## src/design/oomvs_ram.sv

```systemverilog
// Simple dual-port RAM with one write port and one registered read port.
module oomvs_ram #(
   parameter int Width = 8,
   parameter int Depth = 2,
   localparam int AddrWidth = (Depth > 1) ? $clog2(Depth) : 1
) (
   input  logic                 clock,
   input  logic                 wr_en,
   input  logic [AddrWidth-1:0] wr_addr,
   input  logic [Width-1:0]     wr_data,
   input  logic                 rd_en,
   input  logic [AddrWidth-1:0] rd_addr,
   output logic [Width-1:0]     rd_data
);

   logic [Width-1:0] mem [Depth];
   logic [Width-1:0] rd_data_ff;

   always_ff @(posedge clock) begin
      if (wr_en) begin
         mem[wr_addr] <= wr_data;
      end
   end

   always_ff @(posedge clock) begin
      if (rd_en) begin
         rd_data_ff <= mem[rd_addr];
      end
   end

   assign rd_data = rd_data_ff;

endmodule

```

## config.mk

```make
export PLATFORM = sky130hd
export DESIGN_NAME = oomvs_ram
export DESIGN_NICKNAME = d
export VERILOG_FILES = /design/src/design/oomvs_ram.sv
export SDC_FILE = /design/constraint.sdc
export NUM_CORES = 1
export LEC_CHECK = 0
export BUFFER_PORTS_ARGS = -buffer_cell sky130_fd_sc_hd__buf_4
export CAP_MARGIN = 10
export CORE_MARGIN = 2
export CORE_UTILIZATION = 50
export DETAILED_ROUTE_END_ITERATION = 12
export PLACE_DENSITY = 0.75
export SLEW_MARGIN = 5
export SYNTH_ARGS = -nofsm -noshare
export SYNTH_HDL_FRONTEND = slang
export SYNTH_SLANG_ARGS = --single-unit
```

## constraint.sdc

```tcl
create_clock -name clock -period 1.2 [get_ports clock]
set_input_delay 0.06 -clock clock [delete_from_list [all_inputs] [get_ports clock]]
set_output_delay 0.06 -clock clock [all_outputs]
set_load 0.01 [all_outputs]
```

==> flow_metrics.env <==
export IMPL_cts_resized=0
export IMPL_synth_cell_area_um2=864.6
export IMPL_report_final_hold_viol_count=0
export IMPL_floorplan_core_area_mm2=0.001670
export IMPL_final_common_cell="edfxtp_1"
export IMPL_dr_pass1_iters=3
export IMPL_biggest_cell_delay_along_the_critical_path_ns=0.40
export IMPL_die_area_mm2=0.002078
export IMPL_floorplan_die_width_um=45.59
export IMPL_power_per_cell_area_mw_per_mm2=1310
export IMPL_yosysUniqueCellTypes=5
export IMPL_status="completed"
export IMPL_worstPathBufferInverterCount=0
export IMPL_mappedNetlistNets=48
export IMPL_area_sequential_um2=720.7
export IMPL_start_util_pct=51.76
export IMPL_vdd_drop_max_mv=0.8667
export IMPL_floorplan_rows=15
export IMPL_setup_worst_path_start_class="flip-flop"
export IMPL_synth_seq_area_share_pct=83.36
export IMPL_worst_pin_slew_ns=0.3693
export IMPL_total_power_mw=1.487
export IMPL_setup_worst_path_class="flip-flop to flip-flop"
export IMPL_crit_path_max_fanout=1
export IMPL_filler_cell_count=112
export IMPL_top_level_ports=21
export IMPL_drt_wl_total_um=1130
export IMPL_finalCriticalPeriod_ns=0.9054
export IMPL_timing_critical_path_required_ns=1.27
export IMPL_cts_root_buf="clkbuf_4"
export IMPL_global_route_wire_length_before_repair_um=1745
export IMPL_syn_avg_cell_area_um2=24.70
export IMPL_maxCapViolations=0
export IMPL_area_growth_pct=31.26
export IMPL_crit_path_end_kind="flip-flop"
export IMPL_clk_insertion_delay_late_ns=0.30
export IMPL_grt_start_max_net_pins=13
export IMPL_worst_path_dominant_cell_family="flip-flops"
export IMPL_clock_sinks=24
export IMPL_post_route_cell_area_mm2=0.001135
export IMPL_multi_input_area_um2=132.6
export IMPL_number_of_global_route_vias_before_repair=421
export IMPL_regToRegSetupSlack_ns=0.29
export IMPL_final_min_period_over_clock_period_pct=75.45
export IMPL_die_outline_height_um=45.59
export IMPL_yosys_warnings=0
export IMPL_leakage_power_figure_nw=0.4474
export IMPL_portBuffers=20
export IMPL_clock_skew_ns=0.0008296
export IMPL_critical_path_arrival_ns=0.97
export IMPL_cts_post_setup_buffers_inserted=0
export IMPL_grt_setup_unrepaired="false"
export IMPL_diodes=0
export IMPL_mostFrequentLayoutCells="edfxtp_1 (24), buf_4 (21), mux2_4 (8), dlygate4sd3_1 (8), clkbuf_4 (3)"
export IMPL_finalNetCount=81
export IMPL_drtIter0Drc=1
export IMPL_routed_via_count=409
export IMPL_slew_viol_final=0
export IMPL_cp_cell_sequence="mux2_4"
export IMPL_remaining_overflow_grt=0
export IMPL_cts_htree_levels=1
export IMPL_finalSetupViolCount=0
export IMPL_cts_tree="yes"
export IMPL_wl_per_cell_um=13.61
export IMPL_drt_vias_per_instance=4.928
export IMPL_groute_usage_overall_pct=12.53
export IMPL_drive_gt1_share_pct=48.48
export IMPL_max_clock_path_buffers=2
export IMPL_place_area_mm2=0.001032
export IMPL_post_route_util_pct=67.94
export IMPL_place_congestion=0.6351
export IMPL_max_slew_margin_pct=75.38
export IMPL_drt_antenna_violating_nets=0
export IMPL_syn_inst=35
export IMPL_timing_fmax_mhz=1105
export IMPL_antenna_found_initial=0
export IMPL_ys_ff_latch=24
export IMPL_final_setup_tns_ns=0
export IMPL_timing_hold_worst_class="input pin to flip-flop"
export IMPL_worst_setup_hold_path_clk_slew_ns=0.11
export IMPL_timing_critical_path_slowest_stage_cell="edfxtp_1"
export IMPL_number_of_drc_violations_after_detailed_routing=0
export IMPL_cts_made_buffers=3
## flip-flops by register name, indices dropped and copies added (netlist names)
| signal | count |
|---|---|
| mem | 16 |
| rd_data | 8 |
## metal layers
metal	track usage [%]	part of all wire [%]	vias up
li1	-	-	198
met1	14.09	40	190
met3	2.381	5.8	2
met4	7.059	1.6	0
met2	21.97	53	19
met5	0	0	-
## per-stage QoR
stage	setup slack [ns]	cells	hold slack (ns)
after floorplan	0.3466	35	0.1589
after global placement	0.3295	72	0.2452
after detailed placement	0.2969	72	0.2477
after CTS	0.2848	83	0.02198
after global routing	0.2420	83	0.009878
final	0.2946	83	0.02442
## power breakdown
group          switching [mW]  total [mW]  internal, mW
registers              0.0159        1.01         0.989
clock network           0.204       0.321         0.117
logic                  0.0562       0.160         0.104
## synth_stat cells
master | n | area share, %
buf_6 | 1 | 1.3
and2_1 | 1 | 0.72
mux2_4 | 8 | 14
edfxtp_1 | 24 | 83
nor2b_1 | 1 | 0.72
## path summary, 6_finish.rpt
kind | startpoint | endpoint | depth (start not counted)
hold / removal | rd_en | rd_data[0] | 1
hold reg to reg | mem[0][7] | rd_data[7] | 1
setup / recovery | mem[0][3] | rd_data[3] | 1
setup reg to reg | mem[0][3] | rd_data[3] | 1
## cell type report
class / instances / share of cell area, %
repair buffers: 29 / 20.95
well taps: 17 / 1.874
clock buffers: 3 / 1.985
multi-input cells: 10 / 11.69
flip-flops and latches: 24 / 63.51
## what timing repair did
action,4_1_cts,5_1_grt
setup endpoints to repair,0,0
hold endpoints to repair,16,0
hold buffers,8,0
## cells by family (layout without fill, tap and decap cells)
group	Yosys count	in the layout	synth area share [%]
buffers and inverters	1	32	1.302
and+or+nand+nor	2	2	1.448
muxes	8	8	13.89
DFF	24	24	83.36
No activity file was read; power rests on OpenSTA's default activity.
